==> config.mk <==
export PLATFORM = sky130hd
export DESIGN_NAME = ssm_ram
export DESIGN_NICKNAME = d
export VERILOG_FILES = /design/src/rtl/ssm_ram.sv
export SDC_FILE = /design/constraint.sdc
export NUM_CORES = 1
export LEC_CHECK = 0
export ABC_AREA = 1
export BUFFER_PORTS_ARGS = -buffer_cell sky130_fd_sc_hd__buf_2
export CAP_MARGIN = 20
export CORE_MARGIN = 2
export CORE_UTILIZATION = 40
export CTS_CLUSTER_SIZE = 14
export DETAILED_ROUTE_END_ITERATION = 8
export PLACE_DENSITY_LB_ADDON = 0.3
export SETUP_SLACK_MARGIN = 0.5
export SYNTH_ARGS = -nofsm -noshare
export SYNTH_HDL_FRONTEND = slang
export SYNTH_SLANG_ARGS = --single-unit
export TNS_END_PERCENT = 20
==> constraint.sdc <==
create_clock -name clk_i -period 1.3 [get_ports clk_i]
set_clock_uncertainty 0.05 [all_clocks]
set_input_delay 0.13 -clock clk_i [delete_from_list [all_inputs] [get_ports clk_i]]
set_output_delay 0.13 -clock clk_i [all_outputs]
set_load 0.01 [all_outputs]
==> src/rtl/ssm_ram.sv <==
`default_nettype none

module ssm_ram #(
  parameter int unsigned Depth = 2,
  parameter int unsigned Width = 8,
  localparam int unsigned AddrW = $clog2(Depth)
) (
  input  wire logic             clk_i,
  input  wire logic             we_i,
  input  wire logic [AddrW-1:0] waddr_i,
  input  wire logic [Width-1:0] wdata_i,
  input  wire logic             re_i,
  input  wire logic [AddrW-1:0] raddr_i,
  output logic      [Width-1:0] rdata_o
);

  logic [Width-1:0] mem [Depth];

  always_ff @(posedge clk_i) begin
    if (we_i) begin
      mem[waddr_i] <= wdata_i;
    end
  end

  // Read data holds while no read is issued
  always_ff @(posedge clk_i) begin
    if (re_i) begin
      rdata_o <= mem[raddr_i];
    end
  end

endmodule

`default_nettype wire

---- Word level (Yosys, flattened, before mapping) ----
Memory sizes are Yosys's and may differ from the RTL's. A register that Yosys moved wholly into a read port is not among the register bits.
Index checks and enable logic that the tools add are counted.
cells by class
  multiplexer cells ....................... 2
operators by type and width
  kind    count
  $mux 1  2
storage, ports and cells
  flip-flop bits (word level) ............. 0
  RAM bits ................................ 16
  input bits .............................. 13
  output and inout port bits .............. 8
  logic and storage cells ................. 3
  memories kept ........................... 1
memories
  memory  depth  bits a word  rd ports  clocked after memory_dff  write ports  RTL line  source
  mem     2      8            1         1                         1            17        logic [Width-1:0] mem [Depth];

---- Longest topological paths before layout ----
Gate-level depths: netlist of run 1.
  depth in word-level cells ............... 2
  gate-level depth with buffers ........... 4
  mapped depth without buffers ............ 3

---- Worst setup path after synthesis of run 1 ----
Ideal clock, no wire load.
  kind .................................... input to register
  start point ............................. in we_i
  end point ............................... mem mem[0][0], enable pin
  setup time .............................. 0.371 ns
  arrival time ............................ 0.519 ns
  required time ........................... 0.879 ns
  setup slack ............................. 0.360 ns
  stages on the path ...................... 2
  buffers on the path ..................... 0
  path through ............................ inv_1 -> nor2_1
between the ends
  cells in the longest elaborated chain, start to end .. 2
ends and longest elaborated chain
  element                       RTL line  source
  start: declaration            9         input wire logic we_i,
  $mux 1                        20        if (we_i) begin
  $mux 1 (implied by the code)  21        mem[waddr_i] <= wdata_i;
  end: declaration              17
No other way between the ends.

---- Worst setup path after layout of run 1 ----
  start point ............................. reg rdata_o[0], read port of mem
  end point ............................... out rdata_o[0]
RTL lines
  element             RTL line  source
  start: declaration  14        output logic [Width-1:0] rdata_o
No word-level cell between the ends.

==> results of run 1 <==
[synth_stat cells (all sizes together)]
cell type / count / area (um^2)
nand2: 25 / 93.8
edfxtp: 24 / 721
inv: 3 / 11.3
buf: 1 / 11.3
nor2: 1 / 3.75
[power breakdown]
| part | switching (W) | total, W | internal [W] |
|---|---|---|---|
| registers | 0.0000121 | 0.000924 | 0.000912 |
| logic | 0.0000581 | 0.000109 | 0.0000512 |
| clock network | 0.000199 | 0.000311 | 0.000112 |
| total | 0.000269 | 0.00134 | 0.00108 |
[path summary, 6_finish.rpt]
| kind | startpoint | endpoint | slack [ps] | cells after the start |
|---|---|---|---|---|
| min reg2reg | mem[0][7] | rdata_o[7] | 480 | 2 |
| max | rdata_o[0] | rdata_o[0] | 290 | 1 |
| min | re_i | rdata_o[2] | 100 | 1 |
| max reg2reg | mem[1][4] | rdata_o[4] | 500 | 2 |
[metal layers]
metal  part of all wire (%)  track usage (%)  routed length, um
met2                     54             18.2                594
met1                     43             10.6                472
met3                    3.3             2.73                 37
met4                   0.63             6.94                  7
met5                      0                0                  0
[flip-flops by register name, indices dropped and copies added (netlist names)]
name,count
rdata_o,8
mem,16
[stage by stage]
step | utilization (%) | std cells | setup WS (ps) | hold WS [ps]
after floorplan | - | 54 | 513 | 179
after global placement | 48.7 | 100 | 352 | 269
after detailed placement | 48.7 | 100 | 294 | 272
after CTS | 54.1 | 112 | 272 | 98.9
after global routing | 54.1 | 112 | 236 | 91.1
final | 54.1 | 112 | 295 | 99.7
[kinds of logic after synthesis]
group | synth area share [%]
buffers and inverters | 2.68
and+or+nand+nor | 11.6
DFF | 85.7
[repair_timing]
item	in CTS	in global routing
cloned	0	0
endpoints found under the hold margin	16	0
hold buffers	8	0
endpoints found under the setup margin	8	16
[area by class of cell]
class | instances | area [um^2] | share of cell area, %
flip-flops and latches | 24 | 721 | 67.2
repair buffers | 28 | 180 | 16.8
multi-input cells | 26 | 100 | 9.33
well taps | 27 | 33.8 | 3.15
clock buffers | 3 | 22.5 | 2.10
inverters | 3 | 11.3 | 1.05
clock inverters | 1 | 3.75 | 0.350
==> summary.txt, run 1 <==
Critical path
  • Max stage delay cell, worst path: edfxtp_1
  • WP data arrival: 830 ps
  • CP Cell Sequence: buf_2
  • CP delay by family, top: flip-flops
  • Crit end category: output port
  • CP peak stage delay: 380 ps
  • Worst Path Required: 1120 ps
  • Startpoint Class: flip-flop
  • Critical path class: reg2out
  • CP max FO: 1
  • Buf/Inv on CP: 1

Run status
  • Outcome: complete, no violations

Global routing
  • First-pass GRT wire length: 1860 um
  • Initial antenna violation count: 0
  • Remaining global-route overflow: 0
  • GRT Total Usage: slightly above 10%
  • Largest net degree at the start of global routing: 14
  • Vias in the first global route: 456

STA
  • Crit share post-route: 77.3%
  • Period minus WS final: between 1000 and 1500 ps
  • Worst-Margin Slew: just over 400 ps
  • Final setup vio count: 0
  • Slew HR: 73.0%
  • Hold Vio Cnt, Final: 0
  • Max-slew violations: 0
  • TNS Setup: 0 ps
  • Highest Clock Rate: 995 MHz
  • RSZ-0062 raised after global routing: yes

Logic synthesis
  • Mapped Area: approximately 840 um^2
  • Post-Synthesis Cells: 54
  • Seq/Total Area, Yosys: between 80% and 90%
  • Synthesized area per cell: 15.6 um^2
  • Post-synth cell types: 6
  • Net Count, Synth: 67
  • #FFs+latches synth: 24
  • Yosys warnings: 0

Floorplan
  • Die area: 0.00248 mm^2
  • Core area: 0.00198 mm^2
  • Initial core utilization: 42.4%
  • Die height: 49.8 um
  • IO Pins: 21
  • Site Rows: 16
  • Width of the die: 49.8 um

Routing
  • Antenna viol nets, final: 0
  • Drt pass-1 iters: 4
  • DRC: 0
  • WL per Instance: 9.91 um
  • DR vias/cell: 4.10
  • DRT iter0 DRCs: 16
  • Routed via count: 459
  • Total wire length: roughly 1100 um

Final layout
  • Commonest non-fill, non-tap cell in the layout: nand2_1
  • Final Net Count: 99
  • Ant diodes: 0
  • Fin area: 0.00107 mm^2
  • Layout fillers: about 170
  • Commonest cells after routing, fill and taps aside: nand2_1, edfxtp_1, buf_2, dlygate4sd3_1, clkbuf_4
  • Area delta synth->final: 27.5%
  • Ratio of cells with drive above 1 in the final layout: 29.4%

Min path
  • Hold Crit Class: in2reg

Power and ir drop
  • Pwr/cell area: 1250 mW/mm^2
  • Tot Pwr: 0.00134 W
  • P_leak: roughly 0.45 nW
  • VDD IR max: 0.000723 V

Clock network
  • Root Driver: clkbuf_4
  • Clock slew at reported path FFs: 120 ps
  • CTS Buffer Depth: 2
  • CTS tree: yes
  • Post_cts resized: 0
  • Post-CTS Setup Inserts: 0
  • Clock Latency Late Sink: 300 ps
  • Num CTS Buffers: 3
  • Clock Sinks: 24
  • H-tree depth: 1

Placed design
  • IO buf count: 20
  • Final GP Congestion: around 0.69
  • Dpl cell area: 966 um^2

Job
  • Max-capacitance violation count: 0
Note: power is estimated with default switching activity, not from simulation.
==> run 2, diff against run 1 <==
==> constraint.sdc (replaced) <==
create_clock -name clk_i -period 0.9 [get_ports clk_i]
set_clock_uncertainty 0.05 [all_clocks]
set_input_delay 0.09 -clock clk_i [delete_from_list [all_inputs] [get_ports clk_i]]
set_output_delay 0.09 -clock clk_i [all_outputs]
set_load 0.01 [all_outputs]
==> summary.txt, run 2 (synthesized netlist as in run 1, its figures left out) <==
Global routing
  • Initial antenna violation count: 0 (unchanged)
  • Largest net degree at the start of global routing: 14 (unchanged)
  • Remaining global-route overflow: 0 (unchanged)
  • First-pass GRT wire length: 1680 um (was 1860 um)
  • GRT Total Usage: 9.90% (was 10.3%)
  • Vias in the first global route: 387 (was 456)

Run status
  • Outcome: finished, violations left (was complete, no violations)
  • Failing checks: hold timing, setup timing

Critical path
  • Max stage delay cell, worst path: edfxtp_1 (unchanged)
  • Reg2Reg Depth: 2 (unchanged)
  • Buf/Inv on CP: 1 (unchanged)
  • Worst Path Required: 760 ps (was 1120 ps)
  • RR Startpoint: mem[1][5] (was mem[1][4])
  • Startpoint Class: flip-flop (unchanged)
  • CP peak stage delay: 370 ps (was 380 ps)
  • CP max FO: 1 (unchanged)
  • Worst r2r dst: rdata_o[5] (was rdata_o[4])
  • Critical path class: reg2out (unchanged)
  • CP delay by family, top: flip-flops (unchanged)
  • R2R Setup Slk: 80 ps (was 500 ps)
  • Crit end category: output port (unchanged)
  • WP data arrival: 820 ps (was 830 ps)
  • CP Cell Sequence: buf_2 (unchanged)

Final layout
  • Commonest cells after routing, fill and taps aside: nand2_1, edfxtp_1, buf_2, clkbuf_4, buf_8 (was nand2_1, edfxtp_1, buf_2, dlygate4sd3_1, clkbuf_4)
  • Layout fillers: 169 (was 167)
  • Ratio of cells with drive above 1 in the final layout: 36.4% (was 29.4%)
  • Sequential Area: 721 um^2 (unchanged)
  • Fin area: 0.00103 mm^2 (was 0.00107 mm^2)
  • Largest Register: mem (unchanged)
  • Largest regs: mem: 16 flops, rdata_o: 8 flops (unchanged)
  • Footprint of the multi-input gates: 108 um^2 (was 100 um^2)
  • Post-layout util: 52.2% (was 54.1%)
  • Number of flip-flops in the largest register: 16 (unchanged)
  • Ant diodes: 0 (unchanged)
  • Area delta synth->final: 23.1% (was 27.5%)
  • Final Net Count: 91 (was 99)

Clock network
  • Clock slew at reported path FFs: 120 ps (about the same)
  • H-tree depth: 1 (unchanged)
  • Clock Sinks: 24 (unchanged)
  • CTS Buffer Depth: 2 (unchanged)
  • CTS tree: yes (unchanged)
  • Root Driver: clkbuf_4 (unchanged)
  • Clock Latency Late Sink: 300 ps (about the same)
  • Num CTS Buffers: 3 (unchanged)

Routing
  • Antenna viol nets, final: 0 (unchanged)
  • DRT iter0 DRCs: 3 (was 16)
  • WL per Instance: 10.3 um (was 9.91 um)
  • DR vias/cell: 4.23 (was 4.10)
  • DRC: 0 (unchanged)
  • Routed via count: 440 (was 459)
  • Total wire length: 1070 um (was 1110 um)
  • Drt pass-1 iters: 3 (was 4)

Min path
  • Hold_sp: wdata_i[5] (was re_i)
  • Hold Crit Class: in2reg (unchanged)
  • Endpoint, Worst Hold: mem[1][5] (was rdata_o[2])
  • Hold Path Cell Cnt: 1 (unchanged)

Placed design
  • Dpl cell area: 978 um^2 (was 966 um^2)
  • IO buf count: 20 (unchanged)
  • Final GP Congestion: 0.754 (was 0.693)
  • DP HPWL: between 700 and 800 um

Floorplan
  • Die height: 49.8 um (unchanged)
  • IO Pins: 21 (unchanged)
  • Initial core utilization: 42.4% (unchanged)
  • Site Rows: 16 (unchanged)
  • Die area: 0.00248 mm^2 (unchanged)
  • Core area: 0.00198 mm^2 (unchanged)
  • Width of the die: 49.8 um (unchanged)

Power and ir drop
  • Seq pwr share: 69.4% (was 68.8%)
  • Combinational share of power: 7.8% (was 8.1%)
  • Pwr/cell area: 1860 mW/mm^2 (was 1250 mW/mm^2)
  • Cell internal pwr: 0.00154 W (was 0.00108 W)
  • VDD IR max: 0.00112 V (was 0.000723 V)
  • P_leak: 0.424 nW (was 0.450 nW)
  • Switching share of total power: 19.9% (was 20.0%)
  • Clock share of power: 22.8% (was 23.1%)
  • Net switching power: 0.000383 W (was 0.000269 W)

STA
  • Highest Clock Rate: 1050 MHz
  • Period minus WS final: 956 ps
  • Max-slew violations: 0 (unchanged)
  • Final setup vio count: 8 (was 0)
  • Final hold slack: -80.1 ps (was 99.7 ps)
  • Hold Vio Cnt, Final: 16 (was 0)
  • Crit share post-route: 106%
  • Fin worst setup slack: -56.1 ps (was 295 ps)
  • Slew HR: 83.6% (was 73.0%)
  • Worst-Margin Slew: 245 ps (was 404 ps)
  • RSZ-0062 raised after global routing: yes (unchanged)

Job
  • Max-capacitance violation count: 0 (unchanged)
## run 2: changes by cell type in the layout (fill, tap and decap cells not counted), sizes merged
cell	before	now
clkinv	1	2
inv	3	2
dlygate4sd3	8	0
## run 2: power groups by stage
| stage | Sequential [W] | Clock, W | Combinational, W |
|---|---|---|---|
| finish | 0.00134 | 0.000440 | 0.000150 |
| global route | 0.00134 | 0.000511 | 0.000168 |
| CTS | 0.00134 | 0.000460 | 0.000151 |
| detailed placement | 0.00136 | 0 | 0.000138 |
| global placement | 0.00136 | 0 | 0.000137 |
| floorplan | 0.00137 | 0 | 0.0000561 |
## run 2: layout make-up
type                            instances  area share, %
Multi-Input combinational cell         26           10.4
Clock inverter                          1          0.363
Timing Repair Buffer                   20           11.6
Sequential cell                        24           69.6
Inverter                                3           2.54
Clock buffer                            3           2.18
Tap cell                               27           3.26
## run 2: worst max path at each step
stage	start	end	slack, ps	cells after the start
detailed placement	we_i	mem[1][4]	-20	3
global route	rdata_o[6]	rdata_o[6]	-110	1
floorplan	mem[1][0]	rdata_o[0]	170	2
CTS	rdata_o[7]	rdata_o[7]	-70	1
finish	rdata_o[7]	rdata_o[7]	-60	1
global placement	we_i	mem[1][4]	10	3
## run 2: repair_timing
action | CTS | global route
endpoints found under the setup margin | 32 | 24
gates resized for setup | 9 | 1
setup buffers | 0 | 0
endpoints found under the hold margin | 16 | 16
pin swaps | 11 | 12
## run 2: per-layer routing
layer,GRT usage [%],wire (um),vias to the layer above
met4,9.72,19,0
met5,0,0,-
li1,-,-,231
met2,14.0,520,19
met1,11.5,457,188
met3,3.33,69,2
## run 2: metrics by stage
step,TNS [ps],worst slack (ps),hold WS [ps],std cells,total power (W)
6_report,-381,-56.1,-80.1,104,0.00193
5_1_grt,-825,-113,-102,104,0.00202
4_1_cts,-522,-72.8,-90.7,104,0.00195
3_5_place_dp,-151,-19.0,233,100,0.00150
3_3_place_gp,0,10.8,228,100,0.00150
2_1_floorplan,0,169,139,54,0.00143
==> run 3, diff against run 2 <==
--- a/config.mk
+++ b/config.mk
@@ -6,13 +6,13 @@
 export NUM_CORES = 1
 export LEC_CHECK = 0
 export ABC_AREA = 1
-export BUFFER_PORTS_ARGS = -buffer_cell sky130_fd_sc_hd__buf_2
-export CAP_MARGIN = 20
+export BUFFER_PORTS_ARGS = -buffer_cell sky130_fd_sc_hd__buf_4
 export CORE_MARGIN = 2
 export CORE_UTILIZATION = 40
 export CTS_CLUSTER_SIZE = 14
 export DETAILED_ROUTE_END_ITERATION = 8
 export PLACE_DENSITY_LB_ADDON = 0.3
+export RECOVER_POWER = 50
 export SETUP_SLACK_MARGIN = 0.5
 export SYNTH_ARGS = -nofsm -noshare
 export SYNTH_HDL_FRONTEND = slang
==> summary.txt, run 3 (synthesized netlist as in run 1, its figures left out) <==
Run status
  • Outcome: finished, violations left (unchanged)
  • Failing checks: hold timing, setup timing (unchanged)

Final layout
  • Area delta synth->final: 32.0% (was 23.1%)
  • Ant diodes: 0 (unchanged)
  • Post-layout util: 56.0% (was 52.2%)
  • Number of flip-flops in the largest register: 16 (unchanged)
  • Non-Filler Instances: 104 (unchanged)
  • Largest regs: mem: 16 flops, rdata_o: 8 flops (unchanged)
  • Largest Register: mem (unchanged)
  • Commonest cells after routing, fill and taps aside: nand2_1, edfxtp_1, clkbuf_4, buf_4, buf_6 (was nand2_1, edfxtp_1, buf_2, clkbuf_4, buf_8)
  • Final Net Count: 91 (unchanged)
  • Ratio of cells with drive above 1 in the final layout: 33.8% (was 36.4%)

Clock network
  • Num CTS Buffers: 3 (unchanged)
  • CTS tree: yes (unchanged)
  • CTS Buffer Depth: 2 (unchanged)
  • H-tree depth: 1 (unchanged)
  • Root Driver: clkbuf_4 (unchanged)
  • Clock Sinks: 24 (unchanged)
  • Clock Latency Late Sink: 310 ps (was 300 ps)
  • Clock slew at reported path FFs: 130 ps (was 120 ps)

STA
  • Max-slew violations: 0 (unchanged)
  • Period minus WS final: 978 ps (was 956 ps)
  • Slew HR: 75.2% (was 83.6%)
  • Fin worst setup slack: -77.9 ps (was -56.1 ps)
  • Final hold slack: -68.4 ps (was -80.1 ps)
  • RSZ-0062 raised after global routing: yes (unchanged)
  • Highest Clock Rate: 1020 MHz (was 1050 MHz)
  • Hold Vio Cnt, Final: 16 (unchanged)
  • TNS Setup: -576 ps (was -381 ps)
  • Crit share post-route: 109% (was 106%)
  • Worst-Margin Slew: 371 ps (was 245 ps)
  • Final setup vio count: 8 (unchanged)

Floorplan
  • Width of the die: 49.8 um (unchanged)
  • IO Pins: 21 (unchanged)
  • Die height: 49.8 um (unchanged)
  • Core area: 0.00198 mm^2 (unchanged)
  • Site Rows: 16 (unchanged)
  • Die area: 0.00248 mm^2 (unchanged)
  • Initial core utilization: 42.4% (unchanged)

Critical path
  • CP peak stage delay: 400 ps (was 370 ps)
  • Crit end category: output port (unchanged)
  • Critical path class: reg2out (unchanged)
  • CP delay by family, top: flip-flops (unchanged)
  • Startpoint Class: flip-flop (unchanged)
  • WP data arrival: 840 ps (was 820 ps)
  • Worst Path Required: 760 ps (about the same)
  • Buf/Inv on CP: 1 (unchanged)
  • R2R Setup Slk: 80 ps (about the same)
  • Max stage delay cell, worst path: edfxtp_1 (unchanged)
  • CP max FO: 1 (unchanged)
  • CP Cell Sequence: buf_6 (was buf_2)

Routing
  • Total wire length: 1150 um (was 1070 um)
  • Drt pass-1 iters: 4 (was 3)
  • Routed via count: 459 (was 440)
  • Antenna viol nets, final: 0 (unchanged)
  • DRC: 0 (unchanged)
  • DR vias/cell: 4.41 (was 4.23)
  • WL per Instance: 11.1 um (was 10.3 um)
  • DRT iter0 DRCs: 4 (was 3)

Power and ir drop
  • Tot Pwr: 0.00227 W (was 0.00193 W)
  • P_leak: 0.445 nW (was 0.424 nW)
  • Cell internal pwr: 0.00186 W (was 0.00154 W)
  • Switching share of total power: 18.2% (was 19.9%)
  • Clock share of power: 33.2% (was 22.8%)
  • Combinational share of power: 7.8% (about the same)
  • Net switching power: 0.000413 W (was 0.000383 W)
  • Seq pwr share: 59.1% (was 69.4%)
  • VDD IR max: 0.00113 V (was 0.00112 V)
  • Pwr/cell area: 2050 mW/mm^2 (was 1860 mW/mm^2)

Global routing
  • First-pass GRT wire length: 1950 um (was 1680 um)
  • GRT Total Usage: 11.1% (was 9.90%)
  • Remaining global-route overflow: 0 (unchanged)
  • Largest net degree at the start of global routing: 15 (was 14)
  • Vias in the first global route: 454 (was 387)
  • Initial antenna violation count: 0 (unchanged)

Placed design
  • DP HPWL: 839 um (was 777 um)
  • DP Cell Count: 100 (unchanged)
  • IO buf count: 20 (unchanged)
  • Post-place setup slack: 14.0 ps (was -19.0 ps)
  • Final GP Congestion: 0.708 (was 0.754)

Min path
  • Hold Crit Class: in2reg (unchanged)

Job
  • Max-capacitance violation count: 0 (unchanged)
-- run 3: changes by cell type in the layout (fill, tap and decap cells not counted) --
cell / before / now
bufinv_16: 0 / 1
clkbuf_1: 0 / 3
clkbuf_4: 3 / 9
clkinv_1: 1 / 0
buf_6: 0 / 4
buf_2: 18 / 0
buf_4: 0 / 5
-- run 3: power by group through the flow --
stage | registers, W | clock network, W | logic (W)
after floorplan | 0.00137 | 0 | 0.0000561
after global placement | 0.00136 | 0 | 0.000165
after detailed placement | 0.00137 | 0 | 0.000168
after CTS | 0.00134 | 0.000769 | 0.000180
after global routing | 0.00135 | 0.000807 | 0.000196
final | 0.00134 | 0.000753 | 0.000177
-- run 3: final timing paths --
path / start / endpoint / cells past startpoint
worst max-delay path: rdata_o[3] / rdata_o[3] / 1
worst min-delay path: wdata_i[1] / mem[1][1] / 1
worst max register to register: mem[0][0] / rdata_o[0] / 2
worst min register to register: mem[0][4] / rdata_o[4] / 2
-- run 3: repair_timing --
action | 4_1_cts | 5_1_grt
pin swaps | 15 | 19
setup endpoints to repair | 32 | 24
endpoints found under the hold margin | 24 | 24
gates cloned | 0 | 0
resized for setup | 8 | 4
setup buffers | 0 | 0
-- run 3: per-layer routing --
layer  track usage (%)  vias up  routed length (um)
met5                 0        -                   0
met4              9.72        0                  19
met3              1.82        2                  75
met2              17.3       19                 602
met1              13.3      208                 455
li1                  -      230                   -
-- run 3: layout make-up --
class                   instances  area, um^2
clock buffers                   3        22.5
multi-input cells              26         108
repair buffers                 20         169
inverters                       3        26.3
flip-flops and latches         24         721
well taps                      27        33.8
fillers                       159         872
clock inverters                 1        30.0
-- run 3: stage by stage --
step / cell area, um^2 / hold slack (ps)
floorplan: 856 / 139
global placement: 1030 / 226
finish: 1110 / -68.4
CTS: 1100 / -105
global route: 1110 / -89.3
detailed placement: 1030 / 228
