**src/rtl/ssm_pkg.sv**
```systemverilog
`default_nettype none

package ssm_pkg;

  // Payload widths of the request and response transactions
  localparam int unsigned REQ_W = 3;
  localparam int unsigned KEY_W = 10;
  localparam int unsigned VAL_W = 32;
  localparam int unsigned IDX_W = 10;
  localparam int unsigned CNT_W = 11;
  localparam int unsigned ERR_W = 2;

  localparam int unsigned KEYS_DEFAULT = 1024;

  typedef enum logic [REQ_W-1:0] {
    REQ_CLEAR  = 3'd0,
    REQ_INSERT = 3'd1,
    REQ_LOOKUP = 3'd2,
    REQ_LENGTH = 3'd3,
    REQ_GET    = 3'd4
  } req_type_e;

  typedef enum logic [ERR_W-1:0] {
    ERR_NONE  = 2'd0,
    ERR_KEY   = 2'd1,
    ERR_INDEX = 2'd2
  } err_e;

  typedef enum logic [1:0] {
    ST_INIT,
    ST_IDLE,
    ST_RD1,
    ST_RD2
  } state_e;

endpackage

`default_nettype wire

```
**src/rtl/ssm_if.sv**
```systemverilog
`default_nettype none

interface ssm_req_if import ssm_pkg::*; ();
  logic             valid;
  logic             ready;
  logic [REQ_W-1:0] req_type;
  logic [KEY_W-1:0] key;
  logic [VAL_W-1:0] value_in;
  logic [IDX_W-1:0] index;

  modport source (output valid, req_type, key, value_in, index, input ready);
  modport sink   (input valid, req_type, key, value_in, index, output ready);
endinterface

interface ssm_rsp_if import ssm_pkg::*; ();
  logic             valid;
  logic             ready;
  logic             present;
  logic [VAL_W-1:0] value_out;
  logic [CNT_W-1:0] count;
  logic [ERR_W-1:0] error;

  modport source (output valid, present, value_out, count, error, input ready);
  modport sink   (input valid, present, value_out, count, error, output ready);
endinterface

`default_nettype wire

```
**src/rtl/ssm_ctrl.sv**
```systemverilog
`default_nettype none

module ssm_ctrl import ssm_pkg::*; #(
  parameter int unsigned Keys = KEYS_DEFAULT,
  localparam int unsigned AW = $clog2(Keys),
  localparam int unsigned SW = AW + VAL_W
) (
  input  wire logic          clk_i,
  input  wire logic          rst_ni,
  ssm_req_if.sink            req_i,
  ssm_rsp_if.source          rsp_o,
  // sparse store: {slot, value} per key
  output logic               sp_we_o,
  output logic [AW-1:0]      sp_waddr_o,
  output logic [SW-1:0]      sp_wdata_o,
  output logic               sp_re_o,
  output logic [AW-1:0]      sp_raddr_o,
  input  wire logic [SW-1:0] sp_rdata_i,
  // dense store: key per slot
  output logic               dn_we_o,
  output logic [AW-1:0]      dn_waddr_o,
  output logic [AW-1:0]      dn_wdata_o,
  output logic               dn_re_o,
  output logic [AW-1:0]      dn_raddr_o,
  input  wire logic [AW-1:0] dn_rdata_i
);

  localparam int unsigned CW = $clog2(Keys + 1);

  state_e st_q, st_d;

  logic [AW-1:0]    init_q;
  logic [CW-1:0]    cnt_q, cnt_d;

  // request held for the whole transaction
  logic [REQ_W-1:0] type_q;
  logic [AW-1:0]    key_q;
  logic             key_ok_q;
  logic [VAL_W-1:0] val_q;
  logic [IDX_W-1:0] idx_q;

  logic             fwd_sp_q;
  logic [SW-1:0]    fwd_sp_data_q;
  logic             fwd_dn_q;
  logic [AW-1:0]    fwd_dn_data_q;
  logic [SW-1:0]    sp_hold_q;

  logic             out_vld_q;
  logic             out_present_q;
  logic [VAL_W-1:0] out_value_q;
  logic [CNT_W-1:0] out_count_q;
  logic [ERR_W-1:0] out_error_q;

  logic             acc, adv, init_done;
  logic [31:0]      in_key_ext, in_idx_ext;
  logic [AW-1:0]    in_key_addr, in_idx_addr;
  logic             in_key_ok;
  logic [SW-1:0]    sp_word;
  logic [AW-1:0]    dn_word;
  logic [AW-1:0]    hold_slot;
  logic             member, idx_ok, room;
  logic             res_present;
  logic [VAL_W-1:0] res_value;
  err_e             res_error;
  logic [31:0]      cnt_ext;

  assign acc       = req_i.valid && req_i.ready;
  assign adv       = !out_vld_q || rsp_o.ready;
  assign init_done = (init_q == AW'(Keys - 1));

  assign req_i.ready = (st_q == ST_IDLE) || ((st_q == ST_RD2) && adv);

  assign in_key_ext  = 32'(req_i.key);
  assign in_idx_ext  = 32'(req_i.index);
  assign in_key_addr = in_key_ext[AW-1:0];
  assign in_idx_addr = in_idx_ext[AW-1:0];
  assign in_key_ok   = (in_key_ext < 32'(Keys));

  // Take the bypassed write data when the accept read hit the entry being written
  assign sp_word   = fwd_sp_q ? fwd_sp_data_q : sp_rdata_i;
  assign dn_word   = fwd_dn_q ? fwd_dn_data_q : dn_rdata_i;
  assign hold_slot = sp_hold_q[SW-1:VAL_W];

  assign member = key_ok_q && (CW'(hold_slot) < cnt_q) && (dn_rdata_i == key_q);
  assign idx_ok = (32'(idx_q) < 32'(cnt_q));
  assign room   = (cnt_q < CW'(Keys));

  // Decision in the second read cycle
  always_comb begin
    res_present = 1'b0;
    res_value   = '0;
    res_error   = ERR_NONE;
    cnt_d       = cnt_q;
    unique case (type_q)
      REQ_CLEAR: begin
        cnt_d = '0;
      end
      REQ_INSERT: begin
        if (!key_ok_q) begin
          res_error = ERR_KEY;
        end else if (member) begin
          res_present = 1'b1;
        end else if (room) begin
          cnt_d = cnt_q + 1'b1;
        end
      end
      REQ_LOOKUP: begin
        if (!key_ok_q) begin
          res_error = ERR_KEY;
        end else if (member) begin
          res_present = 1'b1;
          res_value   = sp_hold_q[VAL_W-1:0];
        end
      end
      REQ_GET: begin
        if (!idx_ok) begin
          res_error = ERR_INDEX;
        end else begin
          res_present = 1'b1;
          res_value   = sp_rdata_i[VAL_W-1:0];
        end
      end
      default: begin
      end
    endcase
  end

  assign cnt_ext = 32'(cnt_d);

  // Next state
  always_comb begin
    st_d = st_q;
    unique case (st_q)
      ST_INIT: if (init_done) st_d = ST_IDLE;
      ST_IDLE: if (acc) st_d = ST_RD1;
      ST_RD1:  st_d = ST_RD2;
      ST_RD2: begin
        if (adv) begin
          st_d = acc ? ST_RD1 : ST_IDLE;
        end
      end
      default: st_d = ST_INIT;
    endcase
  end

  // Memory ports
  always_comb begin
    sp_we_o     = 1'b0;
    sp_waddr_o  = key_q;
    sp_wdata_o  = '0;
    sp_re_o     = 1'b0;
    sp_raddr_o  = in_key_addr;
    dn_we_o     = 1'b0;
    dn_waddr_o  = cnt_q[AW-1:0];
    dn_wdata_o  = key_q;
    dn_re_o     = 1'b0;
    dn_raddr_o  = in_idx_addr;

    if (acc) begin
      sp_re_o = 1'b1;
      dn_re_o = 1'b1;
    end

    unique case (st_q)
      ST_INIT: begin
        sp_we_o    = 1'b1;
        sp_waddr_o = init_q;
      end
      ST_RD1: begin
        if (type_q == REQ_GET) begin
          sp_re_o    = 1'b1;
          sp_raddr_o = dn_word;
        end else begin
          dn_re_o    = 1'b1;
          dn_raddr_o = sp_word[SW-1:VAL_W];
        end
      end
      ST_RD2: begin
        if (adv && (type_q == REQ_INSERT) && key_ok_q) begin
          if (member) begin
            sp_we_o    = 1'b1;
            sp_wdata_o = {hold_slot, val_q};
          end else if (room) begin
            sp_we_o    = 1'b1;
            sp_wdata_o = {cnt_q[AW-1:0], val_q};
            dn_we_o    = 1'b1;
          end
        end
      end
      default: begin
      end
    endcase
  end

  always_ff @(posedge clk_i or negedge rst_ni) begin
    if (!rst_ni) begin
      st_q      <= ST_INIT;
      init_q    <= '0;
      cnt_q     <= '0;
      out_vld_q <= 1'b0;
      fwd_sp_q  <= 1'b0;
      fwd_dn_q  <= 1'b0;
    end else begin
      st_q <= st_d;
      if (st_q == ST_INIT && !init_done) begin
        init_q <= init_q + 1'b1;
      end
      if (st_q == ST_RD2 && adv) begin
        cnt_q     <= cnt_d;
        out_vld_q <= 1'b1;
      end else if (rsp_o.ready) begin
        out_vld_q <= 1'b0;
      end
      if (acc) begin
        fwd_sp_q <= sp_we_o && (sp_waddr_o == in_key_addr);
        fwd_dn_q <= dn_we_o && (dn_waddr_o == in_idx_addr);
      end
    end
  end

  always_ff @(posedge clk_i) begin
    if (acc) begin
      type_q        <= req_i.req_type;
      key_q         <= in_key_addr;
      key_ok_q      <= in_key_ok;
      val_q         <= req_i.value_in;
      idx_q         <= req_i.index;
      fwd_sp_data_q <= sp_wdata_o;
      fwd_dn_data_q <= dn_wdata_o;
    end
    if (st_q == ST_RD1) begin
      sp_hold_q <= sp_word;
    end
    if (st_q == ST_RD2 && adv) begin
      out_present_q <= res_present;
      out_value_q   <= res_value;
      out_count_q   <= cnt_ext[CNT_W-1:0];
      out_error_q   <= res_error;
    end
  end

  assign rsp_o.valid     = out_vld_q;
  assign rsp_o.present   = out_present_q;
  assign rsp_o.value_out = out_value_q;
  assign rsp_o.count     = out_count_q;
  assign rsp_o.error     = out_error_q;

  a_cnt_bound: assert property (@(posedge clk_i) disable iff (!rst_ni)
    cnt_q <= CW'(Keys))
    else $error("member count above capacity");

  a_acc_state: assert property (@(posedge clk_i) disable iff (!rst_ni)
    acc |-> (st_q == ST_IDLE || st_q == ST_RD2))
    else $error("request taken while a transaction is in flight");

  a_append_cnt: assert property (@(posedge clk_i) disable iff (!rst_ni)
    dn_we_o |=> (cnt_q == CW'($past(cnt_q) + 1'b1)))
    else $error("dense append without count increment");

  a_stall_hold: assert property (@(posedge clk_i) disable iff (!rst_ni)
    (st_q == ST_RD2 && out_vld_q && !rsp_o.ready) |=> (st_q == ST_RD2))
    else $error("result dropped while output stalled");

  a_no_wr_stall: assert property (@(posedge clk_i) disable iff (!rst_ni)
    (st_q == ST_RD2 && !adv) |-> (!sp_we_o && !dn_we_o))
    else $error("store written while result is held");

endmodule

`default_nettype wire

```
**src/flat_wrapper.sv**
```systemverilog
// flat-port wrapper written by rule: the top's interface ports become plain ports
module ssm_ctrl_flat import ssm_pkg::*;
#(
  parameter int unsigned Keys = KEYS_DEFAULT,
  localparam int unsigned AW = $clog2(Keys),
  localparam int unsigned SW = AW + VAL_W
)
  (clk_i, rst_ni, sp_we_o, sp_waddr_o, sp_wdata_o, sp_re_o, sp_raddr_o, sp_rdata_i, dn_we_o, dn_waddr_o, dn_wdata_o, dn_re_o, dn_raddr_o, dn_rdata_i, req_i_valid, req_i_req_type, req_i_key, req_i_value_in, req_i_index, req_i_ready, rsp_o_valid, rsp_o_present, rsp_o_value_out, rsp_o_count, rsp_o_error, rsp_o_ready);
  ssm_req_if req_i_i ();
  ssm_rsp_if rsp_o_i ();
  input  wire logic clk_i;
  input  wire logic rst_ni;
  output logic sp_we_o;
  output logic [AW-1:0] sp_waddr_o;
  output logic [SW-1:0] sp_wdata_o;
  output logic sp_re_o;
  output logic [AW-1:0] sp_raddr_o;
  input  wire logic [SW-1:0] sp_rdata_i;
  output logic dn_we_o;
  output logic [AW-1:0] dn_waddr_o;
  output logic [AW-1:0] dn_wdata_o;
  output logic dn_re_o;
  output logic [AW-1:0] dn_raddr_o;
  input  wire logic [AW-1:0] dn_rdata_i;
  input wire logic [$bits(req_i_i.valid)-1:0] req_i_valid;
  input wire logic [$bits(req_i_i.req_type)-1:0] req_i_req_type;
  input wire logic [$bits(req_i_i.key)-1:0] req_i_key;
  input wire logic [$bits(req_i_i.value_in)-1:0] req_i_value_in;
  input wire logic [$bits(req_i_i.index)-1:0] req_i_index;
  output wire logic [$bits(req_i_i.ready)-1:0] req_i_ready;
  output wire logic [$bits(rsp_o_i.valid)-1:0] rsp_o_valid;
  output wire logic [$bits(rsp_o_i.present)-1:0] rsp_o_present;
  output wire logic [$bits(rsp_o_i.value_out)-1:0] rsp_o_value_out;
  output wire logic [$bits(rsp_o_i.count)-1:0] rsp_o_count;
  output wire logic [$bits(rsp_o_i.error)-1:0] rsp_o_error;
  input wire logic [$bits(rsp_o_i.ready)-1:0] rsp_o_ready;
  assign req_i_i.valid = req_i_valid;
  assign req_i_i.req_type = req_i_req_type;
  assign req_i_i.key = req_i_key;
  assign req_i_i.value_in = req_i_value_in;
  assign req_i_i.index = req_i_index;
  assign req_i_ready = req_i_i.ready;
  assign rsp_o_valid = rsp_o_i.valid;
  assign rsp_o_present = rsp_o_i.present;
  assign rsp_o_value_out = rsp_o_i.value_out;
  assign rsp_o_count = rsp_o_i.count;
  assign rsp_o_error = rsp_o_i.error;
  assign rsp_o_i.ready = rsp_o_ready;
  ssm_ctrl #(.Keys(Keys)) u_core (.clk_i(clk_i), .rst_ni(rst_ni), .req_i(req_i_i), .rsp_o(rsp_o_i), .sp_we_o(sp_we_o), .sp_waddr_o(sp_waddr_o), .sp_wdata_o(sp_wdata_o), .sp_re_o(sp_re_o), .sp_raddr_o(sp_raddr_o), .sp_rdata_i(sp_rdata_i), .dn_we_o(dn_we_o), .dn_waddr_o(dn_waddr_o), .dn_wdata_o(dn_wdata_o), .dn_re_o(dn_re_o), .dn_raddr_o(dn_raddr_o), .dn_rdata_i(dn_rdata_i));
endmodule
```
**config.mk**
```make
export PLATFORM = sky130hd
export DESIGN_NAME = ssm_ctrl_flat
export DESIGN_NICKNAME = d
export VERILOG_FILES = /design/src/rtl/ssm_pkg.sv /design/src/rtl/ssm_if.sv /design/src/rtl/ssm_ctrl.sv /design/src/flat_wrapper.sv
export SDC_FILE = /design/constraint.sdc
export NUM_CORES = 1
export LEC_CHECK = 0
export CAP_MARGIN = 20
export CORE_AREA = 2 2 181 183
export CTS_CLUSTER_DIAMETER = 200
export DETAILED_ROUTE_END_ITERATION = 8
export DIE_AREA = 0 0 183 185
export DONT_BUFFER_PORTS = 1
export HOLD_SLACK_MARGIN = 0.05
export PLACE_DENSITY_LB_ADDON = 0.1
export SYNTH_ARGS = -nofsm -noshare
export SYNTH_HDL_FRONTEND = slang
export SYNTH_SLANG_ARGS = --single-unit
```
**constraint.sdc**
```tcl
create_clock -name clk_i -period 5 [get_ports clk_i]
set_input_delay 0.25 -clock clk_i [delete_from_list [all_inputs] [get_ports clk_i]]
set_output_delay 0.25 -clock clk_i [all_outputs]
set_load 0.01 [all_outputs]
```
Word level (Yosys, flattened, before mapping)
Index checks and enable logic that the tools add are counted.

storage, ports and cells
  register bits after elaboration = 222
  bits of input ports = 111
  output and inout bits = 144
  logic and storage cells = 100

cells by class
  add/subtract/negate cells = 2
  order comparisons = 4
  eq/ne operators = 13
  multiplexer cells = 45
  reduce and logical (&&, ||, !) cells = 18

operators with widths
  cell                                                          number
  2-to-1 mux 42 bit                                             5
  2-to-1 mux 32 bit                                             3
  case mux 32 bit (2 select lines)                              1
  2-to-1 mux 10 bit                                             6
  2-to-1 mux 11 bit                                             3
  == test 10 bit                                                3
  less-than comparator 10 x 11 -> 1 bit                         2
  case mux 11 bit (2 select lines)                              1
  2-to-1 mux 1 bit                                              17
  adder 11 x 1 -> 11 bit, second input constant                 1
  less-than comparator 10 x 11 -> 1 bit, second input constant  1
  less-than comparator 11 bit, second input constant            1
  adder 10 x 1 -> 10 bit, second input constant                 1
  == test 10 bit, second input constant                         1
  2-to-1 mux 2 bit                                              5
  logical AND 1 bit                                             9
  case mux 2 bit (4 select lines)                               1
  != test 2 x 1 -> 1 bit, second input constant                 3
  == test 2 bit, second input constant                          2
  case mux 1 bit (2 select lines)                               2
  case mux 2 bit (2 select lines)                               1
  == test 3 x 1 -> 1 bit, second input constant                 1
  == test 3 x 2 -> 1 bit, second input constant                 1
  == test 3 bit, second input constant                          1
  other kinds (8)                                               10

Logic depth before layout (Yosys ltp)
Gate-level depths: netlist (run 1).

  depth after elaboration = 8
  mapped depth = 11
  gate-level depth less buffers = 8

Worst setup path before layout (run 1)
OpenSTA, ideal clock, no wires.

  path type = register to output
  from = register u_core.st_q[0]
  to = output port dn_re_o
  data arrival time = 4.605 ns
  required time = 4.750 ns
  path slack = 0.145 ns
  stages on the path, launching flop included = 7
  path buffers = 0
  path through = dfrtp_1 ha_1 nand2_1 clkinv_1 o21ai_1 inv_1 or2_2

on the way
  cells in the longest elaborated chain, start to end = 7
  elaborated cells on any way between the ends = 9
  those cells by class = 3 x eq/ne; 3 x mux; 3 x reduce/logical

ends and longest elaborated chain
  what                    RTL line            RTL
  from (decl)             ssm_ctrl.sv:30      state_e st_q, st_d;
  from (signal assigned)  ssm_ctrl.sv:204     st_q <= st_d;
  == test 2 bit           ssm_ctrl.sv:71      assign req_i.ready = (st_q == ST_IDLE) || ((st_q == ST_RD2) && adv);
  logical AND 1 bit       ssm_ctrl.sv:71
  logical OR 1 bit *      ssm_ctrl.sv:71
  logical AND 1 bit *     ssm_ctrl.sv:67      assign acc = req_i.valid && req_i.ready;
  named net u_core.acc    ssm_ctrl.sv:54      logic acc, adv, init_done;
  2-to-1 mux 1 bit *      ssm_ctrl.sv:159     if (acc) begin
  2-to-1 mux 1 bit        ssm_ctrl.sv:170     if (type_q == REQ_GET) begin
  2-to-1 mux 1 bit *      ssm_ctrl.sv:164     unique case (st_q)
  to (decl)               flat_wrapper.sv:22  output logic dn_re_o;

Mark *: on every way through the listed nets, which the timed path passes. The rest lies on a longest branch.

Worst setup path after layout (run 1)
  from = register u_core.cnt_q[8]
  to = output port sp_wdata_o[35]

on the way
  cells in the longest elaborated chain, start to end = 6
  elaborated cells on any way between the ends = 8
  those cells by class = 2 x order compare; 4 x mux; 2 x reduce/logical

ends and longest elaborated chain
  what                                   RTL line            RTL
  from (decl)                            ssm_ctrl.sv:33      logic [CW-1:0] cnt_q, cnt_d;
  from (signal assigned)                 ssm_ctrl.sv:209     cnt_q <= cnt_d;
  less-than comparator 10 x 11 -> 1 bit  ssm_ctrl.sv:84      assign member = key_ok_q && (CW'(hold_slot) < cnt_q) && (dn_rdata_i == key_q);
  logical AND 1 bit (2 in series)        ssm_ctrl.sv:84
  2-to-1 mux 42 bit *                    ssm_ctrl.sv:180     if (member) begin
  2-to-1 mux 42 bit *                    ssm_ctrl.sv:179     if (adv && (type_q == REQ_INSERT) && key_ok_q) begin
  2-to-1 mux 42 bit *                    ssm_ctrl.sv:164
  to (decl)                              flat_wrapper.sv:15  output logic [SW-1:0] sp_wdata_o;

Mark *: on every way between the ends. The rest lies on a longest branch, timed or not.

==> flow_metrics.py, run 1 <==
metrics = {
    "run_status": {
        "status": "finished clean",
    },
    "pwr": {
        "intPower_uw": 3260,
        "p_per_area_nw_per_um2": 329,
        "power.leakage_uw": 0.00422,
        "swShare_pct": 19.9,
        "combPwrFrac_pct": 3.1,
        "p_sw_uw": 811,
        "power_frac_seq_pct": 48.8,
        "power.total_uw": 4070,
        "peakVddDrop_uv": 241,
        "clkPwrFrac_pct": 48.1,
    },
    "route": {
        "drc": 0,
        "drt_first_iter_violations": 514,
        "ant_nets": 0,
        "vias": 6363,
        "drt-pass1-iter-count": 5,
        "wl_per_cell_um": 22.9,
        "routed_wl_um": 28500,
        "routed_via_density": 5.09,
    },
    "timing": {
        "relSlewSlack_pct": 43.1,
        "fmax_mhz": 237,
        "finalSetupTns_ns": 0,
        "worst_slew_pin_slew_ns": 0.851,
        "hold_viol": 0,
        "fin_ws_ns": 0.788,
        "rsz0062_at_grt": "false",
        "fin_crit_ns": 4.21,
        "finClkSkew_ns": 0.00855,
        "finalMaxSlewViolations": 0,
        "finalSetupViolCount": 0,
        "fin_crit_sh_pct": 84.2,
    },
    "clock_network": {
        "clk_path_buf_depth": 3,
        "worstSkewPairLatency_ns": 0.54,
        "holdBufCountCts": 100,
        "clk_pin_slew_ns": 0.06,
        "numCtsBuffers": 27,
        "clockRootBuffer": "clkbuf_16",
        "cts.sinks": 220,
        "h-tree-depth": 1,
        "postCtsSetupBuffers": 0,
        "cts_tree": "yes",
        "cts_resized": 0,
    },
    "layout": {
        "fillerInstances": 3038,
        "final-instance-count-excl-fill": 1249,
        "drive_above_1_share_pct": 15.4,
        "fin_nets": 954,
        "area_delta_synth_final_pct": 22.6,
        "fin_util_pct": 38.5,
        "multiInputGateArea_um2": 3290,
        "seq_area_um2": 6480,
    },
    "floorplanning": {
        "ioPinCount": 255,
        "die_h_um": 185,
        "placementRows": 66,
        "dieWidth_um": 183,
        "dieArea_um2": 33900,
        "core_area_um2": 32000,
        "initial_core_util_pct": 31.4,
    },
    "yosys": {
        "synth_compound_area_share_pct": 8.63,
        "yosysTopAreaCell": "edfxtp_1",
        "synth-main-ff-cell": "edfxtp_1",
        "synth-warning-count": 0,
        "synth.area.mux_share_pct": 8.24,
        "netlist_instances": 727,
        "synthTopCellsByArea": "edfxtp_1, mux2_2, dfrtp_1",
        "synth-seq-cells": 220,
        "synth_top_family_by_area": "simple AND/OR/NAND/NOR gates",
        "synthSimpleGateAreaFrac_pct": 9.00,
        "synth_fp_nets": 863,
        "ys_types": 49,
        "synth_xor_area_share_pct": 3.39,
        "yosysTopAreaCellShare_pct": 57.9,
        "syn_area_per_cell_um2": 13.8,
        "synth_common_cells": "edfxtp_1, mux2_2, nand2_1",
        "yosys.area_share.adder_pct": 3.11,
        "syn_area_um2": 10100,
        "synthMostInstantiatedCell": "edfxtp_1",
        "yosysSeqAreaShare_pct": 64.3,
        "synth_edf_count": 194,
        "async_reset_ff_share_pct": 11.8,
    },
    "place": {
        "gp_congestion": 0.818,
        "dp_cells": 1097,
        "place.port_buffers": 0,
        "dp_slack_ns": 1.37,
        "dp.final_hpwl_um": 19500,
    },
    "worst_setup_path": {
        "cp_slowest_stage_delay_ns": 0.56,
        "critPathMostFrequentCell": "nand3_1",
        "cp_cell_sequence": "inv_1 > ha_1 > a211oi_1 > o311a_1 > nand3_1 > a41o_1 > buf_4 > nand3_1 > a21oi_1",
        "cpLargestDelayFamily": "compound AO/OA/AOI/OAI gates",
        "cp_num_buf_inv": 2,
        "end_kind": "primary output",
        "crit_slowest_cell": "a41o_1",
        "critPathKind": "reg -> out",
        "cp.required_ns": 4.75,
        "path_max_fanout": 19,
        "startpoint_type": "flop",
        "worst-endpoint-arrival_ns": 3.96,
    },
    "worst_hold_path": {
        "hold_path_class": "in -> async",
    },
    "grt": {
        "antenna_found_initial": 3,
        "grt_pass1_vias": 6745,
        "grt_first_pass_wirelength_um": 42300,
        "grt_max_degree": 51,
        "grt_usage_pct": 16.5,
        "gr-total-overflow": 0,
    },
    "job": {
        "cap_violations": 0,
    },
}
## metal layers
layer | up-vias | share of wire (%) | track usage (%)
met2 | 268 | 48 | 27.7
met3 | 52 | 8.3 | 5.09
met5 | - | 0 | 0
met4 | 0 | 2.4 | 4.51
li1 | 2925 | - | -
met1 | 3118 | 41 | 20.6
## final timing paths
check,end,start,slack [ns],depth (start not counted)
setup / recovery,sp_wdata_o[35],u_core.cnt_q[8]$_DFFE_PN0P_,0.79,9
hold / removal,u_core.init_q[3]$_DFFE_PN0P_,rst_ni,0.14,2
setup reg to reg,u_core.fwd_sp_data_q[38]$_DFFE_PP_,u_core.cnt_q[8]$_DFFE_PN0P_,1.35,9
hold reg to reg,u_core.init_q[3]$_DFFE_PN0P_,u_core.init_q[3]$_DFFE_PN0P_,0.52,1
max in group asynchronous,u_core.fwd_sp_q$_DFFE_PN0P_,rst_ni,4.67,2
min in group clk_i,u_core.fwd_sp_q$_DFFE_PN0P_,req_i_key[0],0.15,4
## cells in the final DEF, fill, tap and decap left out, types with 27 or more instances in the layout
cell type	n
dlygate4sd3_1	99
and2_1	33
edfxtp_1	194
a21oi_1	35
clkbuf_16	27
a22o_1	34
nor2_1	34
nand2_1	37
mux2_2	63
## through the flow
stage / hold slack, ns / instance area [µm²]
floorplan: -0.0456 / 10100
global placement: -0.0438 / 10400
detailed placement: -0.0445 / 10400
CTS: 0.104 / 12300
global route: 0.126 / 12300
finish: 0.140 / 12300
## worst register-to-register path, delay by kind of cell, from the launching register on
family	cells	cell delay [ns]
AOI/OAI and AO/OA	4	1.45
DFF	1	0.55
buffers and inverters	2	0.57
and+or+nand+nor	2	0.44
adders and majority gates	1	0.41
## power groups by stage
stage                     Combinational [µW]  Clock (µW)  Sequential, µW
final                                    126        1960            1990
after global routing                     137        2090            1980
after CTS                                127        2030            1990
after detailed placement                49.6           0            2020
after global placement                  49.1           0            2020
after floorplan                         42.3           0            2020
## area by class of cell
class / instances / area share, %
diodes: 3 / 0.0608
multi-input cells: 439 / 26.7
inverters: 20 / 0.628
repair buffers: 110 / 8.90
clock buffers: 31 / 5.59
flip-flops and latches: 220 / 52.5
clock inverters: 18 / 1.55
well taps: 408 / 4.14
## sequential cells by signal, indices dropped and copies added (netlist names), 2 cells and up
name / cells
u_core.type_q: 3
u_core.sp_hold_q: 42
u_core.cnt_q: 11
u_core.fwd_sp_data_q: 42
u_core.fwd_dn_data_q: 10
u_core.rsp_o.value_out: 32
u_core.st_q: 2
u_core.idx_q: 10
u_core.val_q: 32
u_core.dn_wdata_o: 10
u_core.init_q: 10
u_core.rsp_o.count: 11
## cell families after synthesis
kind of cell               Yosys count
DFF                                220
and+or+nand+nor                    175
xor gates and xnor gates            39
buffers and inverters               68
muxes                               75
AOI/OAI and AO/OA                  124
other                                1
adders and majority gates           25
(Power assumes the default switching activity.)
==> run 2: changes to the inputs <==
- clock period: 5 -> 3.75 ns (I/O delays scaled with it)
==> flow_metrics.py, run 2 (synthesis results as in run 1) <==
metrics = {
    "pwr": {
        "swShare_pct": 20.1,
        "clkPwrFrac_pct": 49.1,
        "combPwrFrac_pct": 3.1,
        "peakVddDrop_uv": 335,
        "power_frac_seq_pct": 47.8,
        "power.leakage_uw": 0.00429,
        "p_sw_uw": 1120,
        "intPower_uw": 4430,
        "p_per_area_nw_per_um2": 443,
    },
    "worst_setup_path": {
        "crit_end": "sp_wdata_o[12]",
        "r2r-start": "u_core.dn_wdata_o[7]$_DFFE_PP_",
        "end_kind": "primary output",
        "timing.rr.end": "u_core.rsp_o.value_out[8]$_SDFFCE_PN0P_",
        "critPathLaunch": "u_core.dn_wdata_o[7]$_DFFE_PP_",
        "cp.required_ns": 3.56,
        "critPathKind": "reg -> out",
        "startpoint_type": "flop",
        "rrSetupSlack_ns": 0.53,
        "r2r_cells": 8,
        "path_max_fanout": 22,
        "worst-endpoint-arrival_ns": 3.34,
    },
    "route": {
        "routed_via_density": 5.07,
        "wl_per_cell_um": 22.2,
        "ant_nets": 0,
        "drt_first_iter_violations": 398,
        "vias": 6401,
        "m1WireLength_um": 11800,
        "top_layer": "met4",
        "routed-wl-met2_um": 13400,
        "routed_wl_um": 28000,
        "met3WireLength_um": 2190,
        "drc": 0,
        "drt-pass1-iter-count": 4,
    },
    "layout": {
        "drive_above_1_share_pct": 17.0,
        "layout.cells.most_common": "edfxtp_1",
        "fillerInstances": 3032,
        "seq_area_um2": 6480,
        "reg_top3": "u_core.fwd_sp_data_q (42), u_core.sp_hold_q (42)",
        "final_cell_mix": "edfxtp_1, dlygate4sd3_1, mux2_2, nand2_1, a21oi_1",
        "fin_area_um2": 12500,
        "fin_nets": 968,
        "final-instance-count-excl-fill": 1263,
        "area_delta_synth_final_pct": 24.4,
        "fin_util_pct": 39.1,
        "multiInputGateArea_um2": 3300,
    },
    "timing": {
        "hold_viol": 0,
        "relSlewSlack_pct": 30.0,
        "worst_slew_pin_slew_ns": 1.05,
        "fin_crit_sh_pct": 94.1,
        "finalSetupTns_ns": 0,
        "fin_crit_ns": 3.53,
        "fin_ws_ns": 0.220,
        "finalMaxSlewViolations": 0,
        "finalSetupViolCount": 0,
        "fmax_mhz": 283,
        "finClkSkew_ns": 0.0188,
        "rsz0062_at_grt": "false",
    },
    "clock_network": {
        "cts_tree": "yes",
        "clk_path_buf_depth": 3,
        "clockRootBuffer": "clkbuf_16",
        "clk_pin_slew_ns": 0.06,
        "numCtsBuffers": 27,
        "worstSkewPairLatency_ns": 0.55,
        "h-tree-depth": 1,
        "postCtsSetupBuffers": 0,
        "cts.sinks": 220,
    },
    "grt": {
        "grt_usage_pct": 16.1,
        "grt_pass1_vias": 6805,
        "grt_first_pass_wirelength_um": 41700,
        "antenna_found_initial": 3,
        "gr-total-overflow": 0,
        "grt_max_degree": 76,
    },
    "place": {
        "dp_slack_ns": 0.449,
        "dp_cells": 1110,
        "placed_area_um2": 10600,
        "gp_congestion": 0.821,
        "dp.final_hpwl_um": 19200,
        "place.port_buffers": 0,
    },
    "floorplanning": {
        "dieWidth_um": 183,
        "die_h_um": 185,
        "placementRows": 66,
        "dieArea_um2": 33900,
        "ioPinCount": 255,
        "core_area_um2": 32000,
        "initial_core_util_pct": 31.4,
    },
    "worst_hold_path": {
        "hold_path_class": "in -> async",
    },
    "job": {
        "cap_violations": 0,
    },
    "run_status": {
        "status": "finished clean",
    },
}
[run 2: cell types whose count changed in the layout (fill, tap and decap cells not counted), sizes merged]
cell,before,now
inv,21,20
bufinv,4,5
buf,11,24
dlygate4sd3,99,100
clkinv,13,9
clkinvlp,0,4
[run 2: stage by stage]
| stage | total power (µW) | hold slack, ns |
|---|---|---|
| floorplan | 2760 | -0.108 |
| global placement | 2770 | -0.106 |
| detailed placement | 2770 | -0.106 |
| CTS | 5630 | 0.0533 |
| global route | 5730 | 0.0746 |
| finish | 5540 | 0.0935 |
[run 2: power by group through the flow]
stage	clock network, µW	logic (µW)	registers [µW]
after global routing	2900	190	2650
final	2720	174	2650
after CTS	2810	176	2650
after detailed placement	0	67.9	2700
after floorplan	0	56.4	2700
after global placement	0	67.7	2700
[run 2: timing repair]
action                                  CTS  global route
hold endpoints to repair                159             0
gates resized for setup                   1             1
endpoints found under the setup margin   13             6
hold buffers                            101             0
[run 2: cell type report]
class	count	share of cell area [%]
antenna	3	0.0600
clock buffer	31	5.52
clock inverter	18	1.90
inverter	20	0.730
multi-input combinational	439	26.3
sequential	220	51.7
tap	408	4.08
timing repair buffer	124	9.63
[run 2: worst min-delay path by stage]
stage,start,to,slack (ns),depth (start not counted)
3_3_place_gp,rst_ni,u_core.init_q[1]$_DFFE_PN0P_,-0.11,0
6_report,rst_ni,u_core.init_q[7]$_DFFE_PN0P_,0.09,2
2_1_floorplan,rst_ni,u_core.cnt_q[0]$_DFFE_PN0P_,-0.11,0
3_5_place_dp,rst_ni,u_core.init_q[0]$_DFFE_PN0P_,-0.11,0
5_1_grt,rst_ni,u_core.init_q[7]$_DFFE_PN0P_,0.07,2
4_1_cts,req_i_key[7],u_core.fwd_sp_q$_DFFE_PN0P_,0.05,4
[run 2: critical path: stages, from the launching register on]
cell,delay (ns)
edfxtp_1,0.47
xor2_1,0.22
nor4_1,0.65
buf_4,0.22
nand3_1,0.17
a21oi_4,0.42
buf_4,0.33
and2_1,0.29
[run 2: routing by layer]
layer	global-route usage, %	vias up
met5	0	-
met1	20.0	3192
met3	5.29	38
met4	4.38	0
li1	-	2953
met2	26.9	218
